===== src/design/cfle_pkg.sv =====
`timescale 1ns / 1ps
`default_nettype none
// ----------------------------------------------------------------------------
// Content-length frame extractor package
// Shared types, codes and constants for the frame extractor and its parser.
// ----------------------------------------------------------------------------
package cfle_pkg;

  // Default width of the message length and body counters.
  localparam int LENGTH_BITS_DEFAULT = 32;

  // Header byte limit register.
  localparam int          LIMIT_W     = 17;
  localparam logic [16:0] LIMIT_RESET = 17'd65536;

  // Register map (index taken from the word address).
  localparam int         ADDR_W           = 3;
  localparam logic       REG_HEADER_LIMIT = 1'b0;

  // Length of the "content-length:" key.
  localparam logic [3:0] KEY_LEN = 4'd15;

  // Character codes.
  localparam logic [7:0] CH_CR   = 8'h0D;
  localparam logic [7:0] CH_LF   = 8'h0A;
  localparam logic [7:0] CH_TAB  = 8'h09;
  localparam logic [7:0] CH_SP   = 8'h20;
  localparam logic [7:0] CH_ZERO = 8'h30;
  localparam logic [7:0] CH_NINE = 8'h39;

  // Kind of a result item.
  typedef enum logic [1:0] {
    KIND_BODY    = 2'd0,
    KIND_EMPTY   = 2'd1,
    KIND_DROPPED = 2'd2,
    KIND_GARBAGE = 2'd3
  } cfle_kind_t;

  // Top-level phase of the parser.
  typedef enum logic {
    PH_HEADER = 1'b0,
    PH_BODY   = 1'b1
  } cfle_phase_t;

  // How the bytes of the current header line are treated.
  typedef enum logic [1:0] {
    MODE_MATCH  = 2'd0,
    MODE_SKIP   = 2'd1,
    MODE_DIGITS = 2'd2,
    MODE_IGNORE = 2'd3
  } cfle_mode_t;

  // One result item.
  typedef struct packed {
    cfle_kind_t  kind;
    logic [7:0]  data;
    logic        first;
    logic        last;
  } cfle_result_t;

  // Lowercase text of the length key, one character per index.
  function automatic logic [7:0] key_char(input logic [3:0] idx);
    logic [7:0] ch;
    case (idx)
      4'd0:    ch = "c";
      4'd1:    ch = "o";
      4'd2:    ch = "n";
      4'd3:    ch = "t";
      4'd4:    ch = "e";
      4'd5:    ch = "n";
      4'd6:    ch = "t";
      4'd7:    ch = "-";
      4'd8:    ch = "l";
      4'd9:    ch = "e";
      4'd10:   ch = "n";
      4'd11:   ch = "g";
      4'd12:   ch = "t";
      4'd13:   ch = "h";
      4'd14:   ch = ":";
      default: ch = 8'h00;
    endcase
    return ch;
  endfunction

endpackage
`default_nettype wire


===== src/design/content_length_frame_extractor.sv =====
`timescale 1ns / 1ps
`default_nettype none
// ----------------------------------------------------------------------------
// Content-length frame extractor
// Splits a byte stream into messages framed by a Content-Length header.
// ----------------------------------------------------------------------------
// Usage: bytes enter on in_byte with in_valid/in_ready, one item per byte.
// Results leave on out_kind/out_byte/out_first/out_last with out_valid and
// out_ready: body bytes of each message (first and last marked), and single
// event items for an empty frame, a header with no length, or a header that
// ran past header_limit bytes. Header bytes that cause no event give no item.
// Each byte is held in an input register, processed by the parser, and its
// result is held in an output register. One byte is taken every cycle while
// the output side keeps taking results. When out_ready is low the output
// register holds its item, the input register can still take one more byte,
// and after that in_ready drops until the output moves again.
// Reset clears the parser to the start of a header, empties both registers
// and sets header_limit to 65536. header_limit is written over the APB port
// at address 0; the user must write it only while no item is in flight, as
// the block does not enforce this. pready is always high.
// ----------------------------------------------------------------------------
module content_length_frame_extractor import cfle_pkg::*; #(
  parameter int LENGTH_BITS = LENGTH_BITS_DEFAULT
) (
  input  wire logic              clk,
  input  wire logic              rst,
  // Configuration port.
  input  wire logic              psel,
  input  wire logic              penable,
  input  wire logic              pwrite,
  input  wire logic [ADDR_W-1:0] paddr,
  input  wire logic [31:0]       pwdata,
  output logic [31:0]            prdata,
  output logic                   pready,
  // Byte input.
  input  wire logic              in_valid,
  output logic                   in_ready,
  input  wire logic [7:0]        in_byte,
  // Result output.
  output logic                   out_valid,
  input  wire logic              out_ready,
  output logic [1:0]             out_kind,
  output logic [7:0]             out_byte,
  output logic                   out_first,
  output logic                   out_last
);

  logic [LIMIT_W-1:0] header_limit;
  logic               reg_index;

  logic               s1_valid;
  logic [7:0]         s1_byte;
  logic               out_slot_free;
  logic               step_go;

  logic               res_valid;
  cfle_result_t       res;
  cfle_result_t       out_item;

  // Configuration register.
  assign pready    = 1'b1;
  assign reg_index = paddr[2];

  always_ff @(posedge clk) begin
    if (rst) begin
      header_limit <= LIMIT_RESET;
    end else if (psel && penable && pwrite && (reg_index == REG_HEADER_LIMIT)) begin
      header_limit <= pwdata[LIMIT_W-1:0];
    end
  end

  always_comb begin
    prdata = 32'h0;
    if (reg_index == REG_HEADER_LIMIT) begin
      prdata = {{(32-LIMIT_W){1'b0}}, header_limit};
    end
  end

  // Handshake between the input register, parser and output register.
  assign out_slot_free = !out_valid || out_ready;
  assign step_go       = s1_valid && out_slot_free;
  assign in_ready      = !s1_valid || step_go;

  // Input register.
  always_ff @(posedge clk) begin
    if (rst) begin
      s1_valid <= 1'b0;
    end else if (in_ready) begin
      s1_valid <= in_valid;
    end
  end

  always_ff @(posedge clk) begin
    if (in_valid && in_ready) begin
      s1_byte <= in_byte;
    end
  end

  // Parser.
  cfle_parser #(
    .LENGTH_BITS (LENGTH_BITS)
  ) u_parser (
    .clk          (clk),
    .rst          (rst),
    .step_en      (step_go),
    .step_byte    (s1_byte),
    .header_limit (header_limit),
    .result_valid (res_valid),
    .result       (res)
  );

  // Output register.
  always_ff @(posedge clk) begin
    if (rst) begin
      out_valid <= 1'b0;
    end else if (out_slot_free) begin
      out_valid <= step_go && res_valid;
    end
  end

  always_ff @(posedge clk) begin
    if (step_go && res_valid) begin
      out_item <= res;
    end
  end

  assign out_kind  = out_item.kind;
  assign out_byte  = out_item.data;
  assign out_first = out_item.first;
  assign out_last  = out_item.last;

  // Event items always close a frame.
  assert property (@(posedge clk) disable iff (rst)
    out_valid && (out_kind != KIND_BODY) |-> out_last)
    else $error("event item without last mark");

  // Event items carry no byte and no first mark.
  assert property (@(posedge clk) disable iff (rst)
    out_valid && (out_kind != KIND_BODY) |-> (out_byte == 8'h00) && !out_first)
    else $error("event item with body payload");

  // A byte waiting behind a stalled output stays in the input register.
  assert property (@(posedge clk) disable iff (rst)
    s1_valid && !out_slot_free |=> s1_valid && (s1_byte == $past(s1_byte)))
    else $error("input register lost a pending byte");

endmodule
`default_nettype wire


===== src/design/cfle_parser.sv =====
`timescale 1ns / 1ps
`default_nettype none
// ----------------------------------------------------------------------------
// Content-length frame parser
// Holds the header and body state and processes one byte per step.
// ----------------------------------------------------------------------------
module cfle_parser import cfle_pkg::*; #(
  parameter int LENGTH_BITS = LENGTH_BITS_DEFAULT
) (
  input  wire logic               clk,
  input  wire logic               rst,
  input  wire logic               step_en,
  input  wire logic [7:0]         step_byte,
  input  wire logic [LIMIT_W-1:0] header_limit,
  output logic                    result_valid,
  output cfle_result_t            result
);

  // Parser state.
  cfle_phase_t             phase, phase_next;
  logic [1:0]              term_progress, term_progress_next;
  cfle_mode_t              line_mode, line_mode_next;
  logic [3:0]              match_index, match_index_next;
  logic [LENGTH_BITS-1:0]  length_value, length_value_next;
  logic                    length_seen, length_seen_next;
  logic [LIMIT_W-1:0]      header_count, header_count_next;
  logic [LENGTH_BITS-1:0]  body_remaining, body_remaining_next;

  // Byte classification.
  logic                    is_cr, is_lf, is_blank, is_digit;
  logic [3:0]              digit_val;
  logic [7:0]              lower_byte;
  logic                    terminator, over_limit;
  logic [LENGTH_BITS-1:0]  body_left;
  logic                    body_last;

  // Saturating decimal accumulate: value * 10 + digit, with four guard bits.
  logic [LENGTH_BITS+3:0]  scaled;
  logic                    scaled_ovf;
  logic [LENGTH_BITS-1:0]  length_acc;

  assign is_cr      = (step_byte == CH_CR);
  assign is_lf      = (step_byte == CH_LF);
  assign is_blank   = (step_byte == CH_SP) || (step_byte == CH_TAB);
  assign is_digit   = (step_byte >= CH_ZERO) && (step_byte <= CH_NINE);
  assign digit_val  = 4'(step_byte - CH_ZERO);
  assign lower_byte = (step_byte inside {["A":"Z"]}) ? 8'(step_byte + 8'd32) : step_byte;
  assign terminator = is_lf && (term_progress == 2'd3);
  assign over_limit = (header_count >= header_limit);
  assign body_left  = (body_remaining != '0) ? body_remaining - 1'b1 : '0;
  assign body_last  = (body_left == '0);

  assign scaled     = ({4'b0000, length_value} << 3) + ({4'b0000, length_value} << 1)
                      + {{LENGTH_BITS{1'b0}}, digit_val};
  assign scaled_ovf = |scaled[LENGTH_BITS+3:LENGTH_BITS];
  assign length_acc = scaled_ovf ? '1 : scaled[LENGTH_BITS-1:0];

  // Next state for one byte.
  always_comb begin
    phase_next          = phase;
    term_progress_next  = term_progress;
    line_mode_next      = line_mode;
    match_index_next    = match_index;
    length_value_next   = length_value;
    length_seen_next    = length_seen;
    header_count_next   = header_count;
    body_remaining_next = body_remaining;

    if (phase == PH_BODY) begin
      body_remaining_next = body_left;
      if (body_last) begin
        phase_next         = PH_HEADER;
        term_progress_next = 2'd0;
        line_mode_next     = MODE_MATCH;
        match_index_next   = 4'd0;
        length_value_next  = '0;
        length_seen_next   = 1'b0;
        header_count_next  = '0;
      end
    end else if (terminator) begin
      // End of header block: restart the header state, enter the body if any.
      term_progress_next = 2'd0;
      line_mode_next     = MODE_MATCH;
      match_index_next   = 4'd0;
      length_value_next  = '0;
      length_seen_next   = 1'b0;
      header_count_next  = '0;
      if (length_seen && (length_value != '0)) begin
        phase_next          = PH_BODY;
        length_value_next   = length_value;
        length_seen_next    = 1'b1;
        body_remaining_next = length_value;
      end
    end else begin
      // Line processing.
      if (is_lf && ((term_progress == 2'd1) || (term_progress == 2'd3))) begin
        line_mode_next   = MODE_MATCH;
        match_index_next = 4'd0;
      end else begin
        case (line_mode)
          MODE_MATCH: begin
            if ((match_index < KEY_LEN) && (lower_byte == key_char(match_index))) begin
              match_index_next = match_index + 1'b1;
              if (match_index_next >= KEY_LEN) begin
                length_value_next = '0;
                length_seen_next  = 1'b0;
                line_mode_next    = MODE_SKIP;
              end
            end else begin
              line_mode_next = MODE_IGNORE;
            end
          end
          MODE_SKIP: begin
            if (is_blank) begin
              line_mode_next = MODE_SKIP;
            end else if (is_digit) begin
              length_seen_next  = 1'b1;
              length_value_next = {{(LENGTH_BITS-4){1'b0}}, digit_val};
              line_mode_next    = MODE_DIGITS;
            end else begin
              line_mode_next = MODE_IGNORE;
            end
          end
          MODE_DIGITS: begin
            if (is_digit) begin
              length_value_next = length_acc;
            end else begin
              line_mode_next = MODE_IGNORE;
            end
          end
          default: begin
            line_mode_next = MODE_IGNORE;
          end
        endcase
      end

      // Progress toward CR LF CR LF.
      if (is_cr) begin
        term_progress_next = (term_progress == 2'd2) ? 2'd3 : 2'd1;
      end else if (is_lf) begin
        term_progress_next = (term_progress == 2'd1) ? 2'd2 : 2'd0;
      end else begin
        term_progress_next = 2'd0;
      end

      // Header too long: throw away everything seen so far.
      if (over_limit) begin
        term_progress_next = 2'd0;
        line_mode_next     = MODE_MATCH;
        match_index_next   = 4'd0;
        length_value_next  = '0;
        length_seen_next   = 1'b0;
        header_count_next  = '0;
      end else begin
        header_count_next = LIMIT_W'(header_count + 1'b1);
      end
    end
  end

  // Result item for one byte.
  always_comb begin
    result_valid = 1'b0;
    result.kind  = KIND_BODY;
    result.data  = 8'h00;
    result.first = 1'b0;
    result.last  = 1'b1;
    if (phase == PH_BODY) begin
      result_valid = 1'b1;
      result.data  = step_byte;
      result.first = (body_remaining == length_value);
      result.last  = body_last;
    end else if (terminator) begin
      if (!length_seen) begin
        result_valid = 1'b1;
        result.kind  = KIND_DROPPED;
      end else if (length_value == '0) begin
        result_valid = 1'b1;
        result.kind  = KIND_EMPTY;
      end
    end else if (over_limit) begin
      result_valid = 1'b1;
      result.kind  = KIND_GARBAGE;
    end
  end

  // State registers, advanced once per processed byte.
  always_ff @(posedge clk) begin
    if (rst) begin
      phase          <= PH_HEADER;
      term_progress  <= 2'd0;
      line_mode      <= MODE_MATCH;
      match_index    <= 4'd0;
      length_value   <= '0;
      length_seen    <= 1'b0;
      header_count   <= '0;
      body_remaining <= '0;
    end else if (step_en) begin
      phase          <= phase_next;
      term_progress  <= term_progress_next;
      line_mode      <= line_mode_next;
      match_index    <= match_index_next;
      length_value   <= length_value_next;
      length_seen    <= length_seen_next;
      header_count   <= header_count_next;
      body_remaining <= body_remaining_next;
    end
  end

endmodule
`default_nettype wire

===== config.mk =====
export PLATFORM = sky130hd
export DESIGN_NAME = content_length_frame_extractor
export DESIGN_NICKNAME = d
export VERILOG_FILES = /design/src/design/cfle_pkg.sv /design/src/design/content_length_frame_extractor.sv /design/src/design/cfle_parser.sv
export SDC_FILE = /design/constraint.sdc
export NUM_CORES = 1
export LEC_CHECK = 0
export BUFFER_PORTS_ARGS = -buffer_cell sky130_fd_sc_hd__buf_2
export CORE_UTILIZATION = 31
export CTS_BUF_LIST = sky130_fd_sc_hd__clkbuf_8
export DETAILED_ROUTE_END_ITERATION = 16
export HOLD_SLACK_MARGIN = 0.15
export MAX_ROUTING_LAYER = met4
export SETUP_SLACK_MARGIN = 0.15
export SYNTH_ARGS = -nofsm -noshare
export SYNTH_HDL_FRONTEND = slang
export SYNTH_SLANG_ARGS = --single-unit

===== constraint.sdc =====
create_clock -name clk -period 4.25 [get_ports clk]
set_input_delay 1.0625 -clock clk [delete_from_list [all_inputs] [get_ports clk]]
set_output_delay 1.0625 -clock clk [all_outputs]
set_load 0.02 [all_outputs]

* After elaboration in Yosys (flattened, before gate mapping)
Memories as Yosys holds them, arrays and structs flattened. A register that Yosys moved wholly into a read port is not among the register bits.
Cells that the tools add are included.
** Storage, ports and cells
- Input bits :: 50
- Register bits :: 130
- ROM bits :: 112
- Output and inout port bits :: 47
- Memories kept :: 1
- Logic and storage cells :: 166
** Memories
- (no name shown) :: words 16, width 7, rd ports 1, clocked after memory_dff 1, wr ports 0, line cfle_pkg.sv:64 : case (idx)
** Operators by class
- Eq/ne operators :: 21
- Mux-type cells :: 77
- Add/subtract/negate cells :: 7
- Reduce and logical (&&, ||, !) cells :: 36
- Bitwise gates (word level) :: 1
- Magnitude comparators :: 7
** Operator list (count)
- two-way mux 32 bit :: 16
- case mux 32 bit (3 select lines) :: 1
- two-way mux 17 bit :: 5
- zero test 32 bit :: 2
- nonzero test 32 bit :: 2
- two-way mux 8 bit :: 5
- two-way mux 2 bit :: 19
- adder 35 x 33 -> 36 bit :: 1
- adder 36 x 4 -> 36 bit :: 1
- two-way mux 4 bit :: 9
- equality test 32 bit :: 1
- subtractor 32 x 1 -> 32 bit (second input constant) :: 1
- equality test 8 x 4 -> 1 bit (second input constant) :: 3
- two-way mux 1 bit :: 20
- inequality test 5 x 1 -> 1 bit (second input constant) :: 4
- adder 17 x 1 -> 17 bit (second input constant) :: 1
- greater-or-equal comparator 17 bit :: 1
- nonzero test 5 bit :: 3
- logical AND 1 bit :: 12
- AND reduction 10 bit :: 1
- adder 8 x 6 -> 8 bit (second input constant) :: 1
- equality test 8 x 6 -> 1 bit (second input constant) :: 1
- equality test 8 bit :: 1
- greater-or-equal comparator 8 x 6 -> 1 bit (second input constant) :: 1
- other kinds (28) :: 37

* Longest topological paths before layout
Gate-level depths: netlist of the first run.
- Word-level depth :: 16
- Mapped depth :: 18
- Mapped depth without buffers :: 16

* Modules after synthesis
A second synthesis of the first run with hierarchy kept.
** Second synthesis, totals
- Cells, all modules :: 1306
- Area, all modules :: 10645.2 µm²
** Modules (own cells, without submodules)
- cfle_parser :: cells an instance 1165, area an instance 8928.6 µm², times used 1, sequential area each 1961.9 µm²
- content_length_frame_extractor :: cells an instance 141, area an instance 1716.6 µm², times used 1, sequential area each 980.9 µm²

* Worst setup path before layout of the first run
Ideal clock, no wire load.
- Path type :: reg-to-reg
- From :: register u_parser.body_remaining[0]
- To :: register (tool-made name)
- Library setup time :: 79 ps
- Clock period less this slack :: 4328 ps
- Data arrival time :: 4249 ps
- Required time :: 4171 ps
- Cell stages (with the launch flop) :: 19
- Path buffers :: 2
- Slack :: -78 ps
- Cell sequence :: dfxtp_1 -> clkbuf_1 -> inv_1 -> ha_1 -> or4b_1 -> buf_2 -> nor4_2 -> nand3_1 -> a22o_1 -> or4b_1 -> nor4_4 -> nor2_1 -> o21ai_2 -> or2_2 -> inv_1 -> ha_1 -> nor2_1 -> a31o_1 -> a211oi_2
** RTL lines
- from (decl) :: line cfle_parser.sv:27 : logic [LENGTH_BITS-1:0] body_remaining, body_remaining_next;
- from (signal assigned) :: line cfle_parser.sv:205 : body_remaining <= body_remaining_next;

==> results of run 1 <==
routing by layer:
metal,global-route usage,vias up,share of wire
li1,-,4768,-
met1,0.244,4631,0.50
met2,0.271,226,0.45
met3,0.0263,22,0.045
met4,0.0407,0,0.011
met5,-,-,0
cell usage in the layout (no fill, tap or decap), types with 20 or more instances in the layout:
cell type	instances
a21o_1	33
a21oi_1	73
buf_2	63
buf_4	75
dfxtp_1	115
edfxtp_1	20
ha_1	92
inv_1	62
nand2_1	95
nand3_1	27
nand4_1	25
nor2_1	158
nor3_1	33
nor4_1	20
o21ai_0	42
o2bb2ai_1	30
xnor2_1	54
xor2_1	35
worst min-delay path by stage:
stage / to / slack [ns] / from / depth (start not counted)
final: header_limit[3] / 0.46 / header_limit[3] / 2
after global routing: header_limit[4] / 0.48 / header_limit[4] / 2
after CTS: header_limit[2] / 0.46 / header_limit[2] / 2
after detailed placement: header_limit[4] / 0.45 / header_limit[4] / 2
after global placement: header_limit[12] / 0.44 / header_limit[12] / 2
after floorplan: header_limit[10] / 0.44 / header_limit[10] / 2
cells by family (layout without fill, tap and decap cells):
family	count (synthesis)	in the layout	share of synthesized area
adders and majority gates	96	96	0.118
xor gates and xnor gates	89	89	0.0756
buffers and inverters	155	236	0.0666
other	2	16	0.000728
DFF	137	137	0.285
AOI/OAI and AO/OA	322	322	0.218
and+or+nand+nor	472	472	0.228
muxes	7	7	0.00740
power by group through the flow:
| stage | Sequential (uW) | Combinational, uW | Clock [uW] |
|---|---|---|---|
| global placement | 1370 | 193 | 0 |
| finish | 1340 | 198 | 1180 |
| CTS | 1340 | 197 | 1210 |
| detailed placement | 1370 | 196 | 0 |
| floorplan | 1370 | 137 | 0 |
| global route | 1340 | 220 | 1260 |
state kept, by name, indices dropped and copies added, names as in the netlist, 2 cells and up, named ones only:
signal,flops
s1_byte,8
u_parser.term_progress,2
u_parser.header_count,17
u_parser.length_value,32
out_kind,2
u_parser.line_mode,2
header_limit,17
u_parser.body_remaining,32
u_parser.match_index,4
out_byte,8
repair_timing:
item,4_1_cts,5_1_grt
endpoints found under the setup margin,20,36
pin swaps,2,7
resized for setup,0,18
buffers inserted,2,2
gates cloned,0,0
hold buffers,0,0
Yosys cell counts, types with 6 or more instances:
| library cell | number | share of area |
|---|---|---|
| o2bb2ai_1 | 30 | 0.025 |
| ha_1 | 94 | 0.11 |
| edfxtp_1 | 20 | 0.058 |
| nand2b_1 | 14 | 0.0085 |
| o211ai_1 | 11 | 0.0080 |
| and3_1 | 11 | 0.0067 |
| o21ai_0 | 47 | 0.023 |
| or3_1 | 11 | 0.0067 |
| a211oi_1 | 17 | 0.012 |
| and2_1 | 11 | 0.0067 |
| xor2_1 | 35 | 0.030 |
| clkbuf_1 | 62 | 0.023 |
| nor2b_1 | 13 | 0.0079 |
| dfxtp_1 | 117 | 0.23 |
| o31ai_1 | 8 | 0.0058 |
| nor2_1 | 159 | 0.058 |
| nand3_1 | 27 | 0.013 |
| a31oi_1 | 10 | 0.0061 |
| buf_2 | 9 | 0.0044 |
| a32o_1 | 6 | 0.0058 |
| inv_1 | 62 | 0.023 |
| xnor2_1 | 54 | 0.046 |
| or2_2 | 8 | 0.0049 |
| a21oi_1 | 75 | 0.036 |
| a22oi_1 | 10 | 0.0073 |
| nand4_1 | 25 | 0.015 |
| nand2_1 | 96 | 0.035 |
| nor4_1 | 22 | 0.013 |
| or4_1 | 13 | 0.0095 |
| o21bai_1 | 7 | 0.0051 |
| buf_4 | 17 | 0.012 |
| nor3_1 | 33 | 0.016 |
| nor3b_1 | 6 | 0.0044 |
| a21o_1 | 33 | 0.024 |
| o21a_1 | 9 | 0.0065 |
| a221oi_1 | 7 | 0.0059 |
per-stage QoR:
| stage | total power (uW) | cells | setup slack, ns | cell area (um2) |
|---|---|---|---|---|
| 5_1_grt | 2830 | 1817 | 0.0807 | 12000 |
| 4_1_cts | 2750 | 1815 | 0.164 | 11900 |
| 2_1_floorplan | 1510 | 1294 | 0.168 | 10400 |
| 6_report | 2720 | 1817 | 0.195 | 12000 |
| 3_5_place_dp | 1560 | 1781 | 0.116 | 11500 |
| 3_3_place_gp | 1560 | 1781 | 0.167 | 11500 |
worst register-to-register path, delay by kind of cell, from the launching register on:
family,cells,cell delay (ns)
AOI/OAI and AO/OA,2,0.55
buffers and inverters,2,0.31
DFF,1,0.33
and+or+nand+nor,7,2.49
muxes,1,0.26
final cells by class:
class | instances | share of cell area
clock buffers | 17 | 0.0195
well taps | 442 | 0.0461
multi-input cells | 1002 | 0.574
clock inverters | 15 | 0.0160
repair buffers | 142 | 0.0799
flip-flops and latches | 137 | 0.245
inverters | 62 | 0.0194
==> run metrics, run 1 <==
outcome finished clean; YS warnings 0; VDD IR max 0.158 mV; Worst EP required roughly 4.6 ns; clock network fraction of total power 0.435; internal portion of total power 1990 uW; number of antenna violations at the first check in global routing 0; insertion delay of the later-clocked pin in the worst-skew pair between 0.4 and 0.5 ns; number of buffer and inverter stages on the critical path 2; Worst path depth 12; detailed-route wire length a little under 30 mm; count of distinct cell types in the synthesized netlist 80; source of the worst register-to-register timing path u_parser.body_remaining[8]; Mapped Area between 10000 and 15000 um2; total overflow reported by the global router 0; relative slew slack 0.481; signal arrival time at the worst endpoint about 4.4 ns; share of final-layout standard cells stronger than drive strength 1 0.163; Die Height approximately 180 um; multi-input logic area 6880 um2; Worst path slowest cell or4b_4; fraction of the yosys area taken by sequential cells 0.285; Final Hold Slack approximately 0.46 ns; fraction of registers with async set/reset 0; DRT iter0 DRCs a little under 700; post-route DRC violation count 0; via count of the routed design ~9.6k; effective utilization at floorplan 0.316; clock tree from TritonCTS built; mean cell area of the mapped netlist 8.06 um2; via count of the first global-routing pass 8944; last weighted congestion value of the routability-driven placer between 0.9 and 1; EDFF count, synth 20; Max Clk Rate about 250 MHz; launching instance or port of the critical path u_parser.body_remaining[8]; HPWL Detailed ~22 mm; worst reg-to-reg path cell count 12; crit path kind flop to flop; cell-by-cell listing of the critical path or4_4 -> or4_4 -> a2111oi_4 -> nand4b_1 -> or4b_4 -> nor4_4 -> buf_4 -> buf_4 -> nor3b_1 -> or3_4 -> mux2_4 -> a21o_1; wire length per cell after detailed routing approximately 16 um; number of instances in the synthesized netlist 1280; share of total power consumed by net switching 0.268; switching power of the nets 728 uW; number of failing setup endpoints in the final timing report 0; # IOs slightly below 100; Sink Count roughly 140; number of hold violations in the final report 0; Layout Nets around 1.5k; number of buffers created by CTS 17; number of inserted filler cells in the final layout approximately 3.4k; total of flip-flops plus latches after synthesis approximately 140; clock root buffer clkbuf_8; sort of element at the start of the critical path flop; area taken by flip-flops and latches roughly 2900 um2; standard cell core area between 30000 and 40000 um2; Antenna Violating Nets Remaining 0; period utilization 0.954; Leakage between 0.005 and 0.006 uW; combinational share of power 0.073; maximum buffer depth of the clock tree 2; clock period minus worst slack 4.06 ns; power density over the cells 227 nW/um2; count of inserted antenna diode cells 0; post-route clock skew 0.0173 ns; sum of negative setup slack 0 ns; number of iterations in the first detailed-routing pass 6; worst hold-check path type flop to flop; max incr delay on CP roughly 0.57 ns; crit-path leading delay family simple AND/OR/NAND/NOR gates; sequential group share of total power 0.492; IO Port Bufs 63; clock slew at the register clock pins of the worst setup and hold paths approximately 0.08 ns; max-capacitance violation count 0; global-route wire length before repair roughly 47 mm; ratio of routed vias to standard cells around 5.3; critical path fanouts, max 4; most used flip-flop cell after synthesis dfxtp_1; die area about 34000 um2; share of the core filled with cells in the final layout 0.368; Worst Max-Slew Pin Slew just under 0.8 ns; H-tree depth 4; Worst Setup End Kind flop; Chip Width 184 um; pin count of the biggest net entering global routing between 40 and 50; number of placement rows 66; layout-stage area growth over the synthesis result 16.3%; slack of the worst reg-to-reg path 0.19 ns; gr usage total 0.177; fin. max-slew vios 0; unrepaired setup endpoints after global routing true
Note: power is estimated with default switching activity, not from simulation.
==> inputs of run 2 (changes only) <==
--- a/config.mk
+++ b/config.mk
@@ -14,4 +14,5 @@
 export SETUP_SLACK_MARGIN = 0.15
 export SYNTH_ARGS = -nofsm -noshare
 export SYNTH_HDL_FRONTEND = slang
+export SYNTH_HIERARCHICAL = 1
 export SYNTH_SLANG_ARGS = --single-unit
==> run metrics, run 2 <==
outcome finished clean (unchanged); sort of element at the start of the critical path flop (unchanged); share of final-layout standard cells stronger than drive strength 1 0.174 (was 0.163); period utilization 0.917 (was 0.954); fraction of registers with async set/reset 0 (unchanged); pin count of the biggest net entering global routing 79 (was 47); number of hold violations in the final report 0 (unchanged); multi-input logic area 7240 um2 (was 6880 um2); EDFF count, synth 20 (unchanged); Leakage 0.00531 uW (was 0.00512 uW); Chip Width 187 um (was 184 um); Power, Total 2890 uW (was 2720 uW); capturing instance or port of the critical path u_parser/length_value[2]; via count of the first global-routing pass 9207 (was 8944); number of buffers created by CTS 17 (unchanged); post-synthesis cell type with the largest combined area dfxtp_1 (unchanged); max-capacitance violation count 0 (unchanged); Final Hold Slack 0.484 ns (was 0.458 ns); Worst Hold Path Cells 2 (unchanged); area taken by flip-flops and latches 2940 um2 (was 2950 um2); most common library cell in the layout ignoring fill and taps dfxtp_1 (was nor2_1); Max Clk Rate 257 MHz (was 247 MHz); wire length per cell after detailed routing 15.9 um (was 16.0 um); detailed-route wire length 29.5 mm (was 29.1 mm); DP Worst Slack -0.0479 ns (was 0.116 ns); number of iterations in the first detailed-routing pass 6 (unchanged); Worst EP required 4.66 ns (was 4.60 ns); post-route clock skew 0.0217 ns (was 0.0173 ns); relative slew slack 0.308 (was 0.481); commonest cells after routing, fill and taps aside dfxtp_1, nor2_1, ha_1 (was nor2_1, dfxtp_1, nand2_1); worst hold-check path type flop to flop (unchanged); final worst-path setup slack 0.352 ns (was 0.195 ns); IO Port Bufs 63 (unchanged); crit path kind flop to flop (unchanged); number of antenna violations at the first check in global routing 0 (unchanged); clock period minus worst slack 3.90 ns (was 4.06 ns); Antenna Violating Nets Remaining 0 (unchanged); number of instances in the synthesized netlist 1306 (was 1280); Area contributors post-synth dfxtp_1, ha_1, edfxtp_1, xnor2_1, a21oi_1 (was dfxtp_1, ha_1, edfxtp_1, nor2_1, xnor2_1); post-route DRC violation count 0 (unchanged); worst reg-to-reg path cell count 14 (was 12); HPWL Detailed 21.9 mm (was 21.7 mm); maximum buffer depth of the clock tree 2 (unchanged); H-tree depth 4 (unchanged); DRT iter0 DRCs 719 (was 676); via count of the routed design 9848 (was 9647); number of placement rows 67 (was 66); power density over the cells 234 nW/um2 (was 227 nW/um2); Worst Setup End Kind flop (unchanged); sum of negative setup slack 0 ns (unchanged); fin. max-slew vios 0 (unchanged); Layout Nets 1545 (was 1508); clock root buffer clkbuf_8 (unchanged); launching instance or port of the critical path s1_byte[3] (was u_parser.body_remaining[8]); area share of the largest cell type after synthesis 0.220 (was 0.227); insertion delay of the later-clocked pin in the worst-skew pair 0.48 ns (was 0.46 ns); slack of the worst reg-to-reg path 0.35 ns (was 0.19 ns); commonest cells in the netlist dfxtp_1, nor2_1, ha_1 (was nor2_1, dfxtp_1, nand2_1); total overflow reported by the global router 0 (unchanged); unrepaired setup endpoints after global routing false (was true); clock slew at the register clock pins of the worst setup and hold paths 0.09 ns (was 0.08 ns); Worst Max-Slew Pin Slew 1.04 ns (was 0.777 ns); gr usage total 0.172 (was 0.177); standard cell core area 33700 um2 (was 32600 um2); Sink Count 137 (unchanged); # IOs 97 (unchanged); source of the worst register-to-register timing path s1_byte[3] (was u_parser.body_remaining[8]); number of inserted filler cells in the final layout 3504 (was 3367); effective utilization at floorplan 0.316 (about the same); layout-stage area growth over the synthesis result 15.9% (was 16.3%); ratio of routed vias to standard cells 5.29 (was 5.31); fraction of the yosys area taken by sequential cells 0.276 (was 0.285); total of flip-flops plus latches after synthesis 137 (unchanged); Mapped Area 10600 um2 (was 10300 um2); last weighted congestion value of the routability-driven placer 0.930 (was 0.903); count of distinct cell types in the synthesized netlist 90 (was 80); most frequent cell after synthesis dfxtp_1 (was nor2_1); VDD IR max 0.175 mV (was 0.158 mV); die area 35100 um2 (was 34000 um2); number of failing setup endpoints in the final timing report 0 (unchanged); mean cell area of the mapped netlist 8.15 um2 (was 8.06 um2); global-route wire length before repair 47.8 mm (was 46.9 mm); YS warnings 6 (was 0); Die Height 187 um (was 184 um); critical path fanouts, max 4 (unchanged); worst reg2reg path endpoint u_parser/length_value[2]; count of inserted antenna diode cells 0 (unchanged); most used flip-flop cell after synthesis dfxtp_1 (unchanged); signal arrival time at the worst endpoint 4.31 ns (was 4.40 ns); clock tree from TritonCTS built (unchanged); registers with the highest flip-flop counts u_parser/body_remaining: 32 flops, u_parser/length_value: 32 flops (was u_parser.body_remaining: 32 flops, u_parser.length_value: 32 flops)
## run 2: cell types whose count changed after synthesis, sizes merged, moves of 11 or more
cell and change:
nand2b +31, nor2 -50, nor4 +11, o21ai +26
a21oi +12, nor3 +24, o2bb2ai -28, mux2i +19
and3 +11, nand2 -15
## run 2: per-stage QoR
step / util / area [um2] / cells
after floorplan: - / 10700 / 1320
after detailed placement: 0.348 / 11700 / 1822
after CTS: 0.360 / 12100 / 1854
final: 0.366 / 12300 / 1860
after global placement: 0.348 / 11700 / 1822
after global routing: 0.366 / 12300 / 1860
## run 2: layout make-up
cell class              count  area share
multi-input cells        1034       0.587
flip-flops and latches    137       0.239
repair buffers            151      0.0801
well taps                 448      0.0454
clock buffers              17      0.0190
inverters                  58      0.0177
clock inverters            15      0.0124
## run 2: report_power, final
| part | total [uW] | switching (uW) | internal [uW] | leakage, uW |
|---|---|---|---|---|
| logic | 430 | 269 | 161 | 0.00398 |
| clock network | 1100 | 580 | 522 | 0.000198 |
| registers | 1360 | 23.4 | 1330 | 0.00114 |
| total | 2890 | 872 | 2020 | 0.00531 |
## run 2: logic make-up (layout without fill, tap and decap cells)
family / Yosys count / after routing / synth area share
XOR/XNOR: 91 / 91 / 0.0749
AND/OR/NAND/NOR: 486 / 486 / 0.245
buffers and inverters: 149 / 241 / 0.0658
flip-flops: 137 / 137 / 0.276
other: 2 / 16 / 0.000705
adder cells (fa/ha/maj): 98 / 98 / 0.116
AO/OA/AOI/OAI: 317 / 317 / 0.197
multiplexers: 26 / 26 / 0.0247
## run 2: how the worst min path moves through the flow
stage,startpoint,endpoint,slack (ns)
3_5_place_dp,u_parser/term_progress[1],u_parser/term_progress[1],0.47
3_3_place_gp,u_parser/term_progress[1],u_parser/term_progress[1],0.46
6_report,u_parser/term_progress[1],u_parser/term_progress[1],0.48
5_1_grt,u_parser/term_progress[1],u_parser/term_progress[1],0.51
2_1_floorplan,u_parser/term_progress[1],u_parser/term_progress[1],0.45
4_1_cts,u_parser/term_progress[1],u_parser/term_progress[1],0.48
## run 2: layer usage
metal | GRT usage | part of all wire | vias up
met5 | - | 0 | -
met4 | 0.0451 | 0.012 | 0
met3 | 0.0261 | 0.053 | 29
met2 | 0.260 | 0.44 | 279
met1 | 0.239 | 0.50 | 4647
li1 | - | - | 4893
## run 2: repair_timing
action	CTS	global route
hold buffers	0	0
pin swaps	0	7
setup buffers	0	6
endpoints found under the hold margin	0	0
gates resized for setup	6	29
endpoints found under the setup margin	26	34
## run 2: critical path: stages, from the launching register on
cell and delay [ns]:
edfxtp_1 0.42, fa_1 0.51, buf_4 0.15, ha_1 0.28, a21o_1 0.19, a21oi_2 0.20, o311ai_1 0.15, and3_1 0.24
a41o_1 0.26, buf_4 0.16, a311oi_2 0.28, mux2_2 0.39, and3_1 0.20, a311oi_1 0.31, a21o_1 0.12
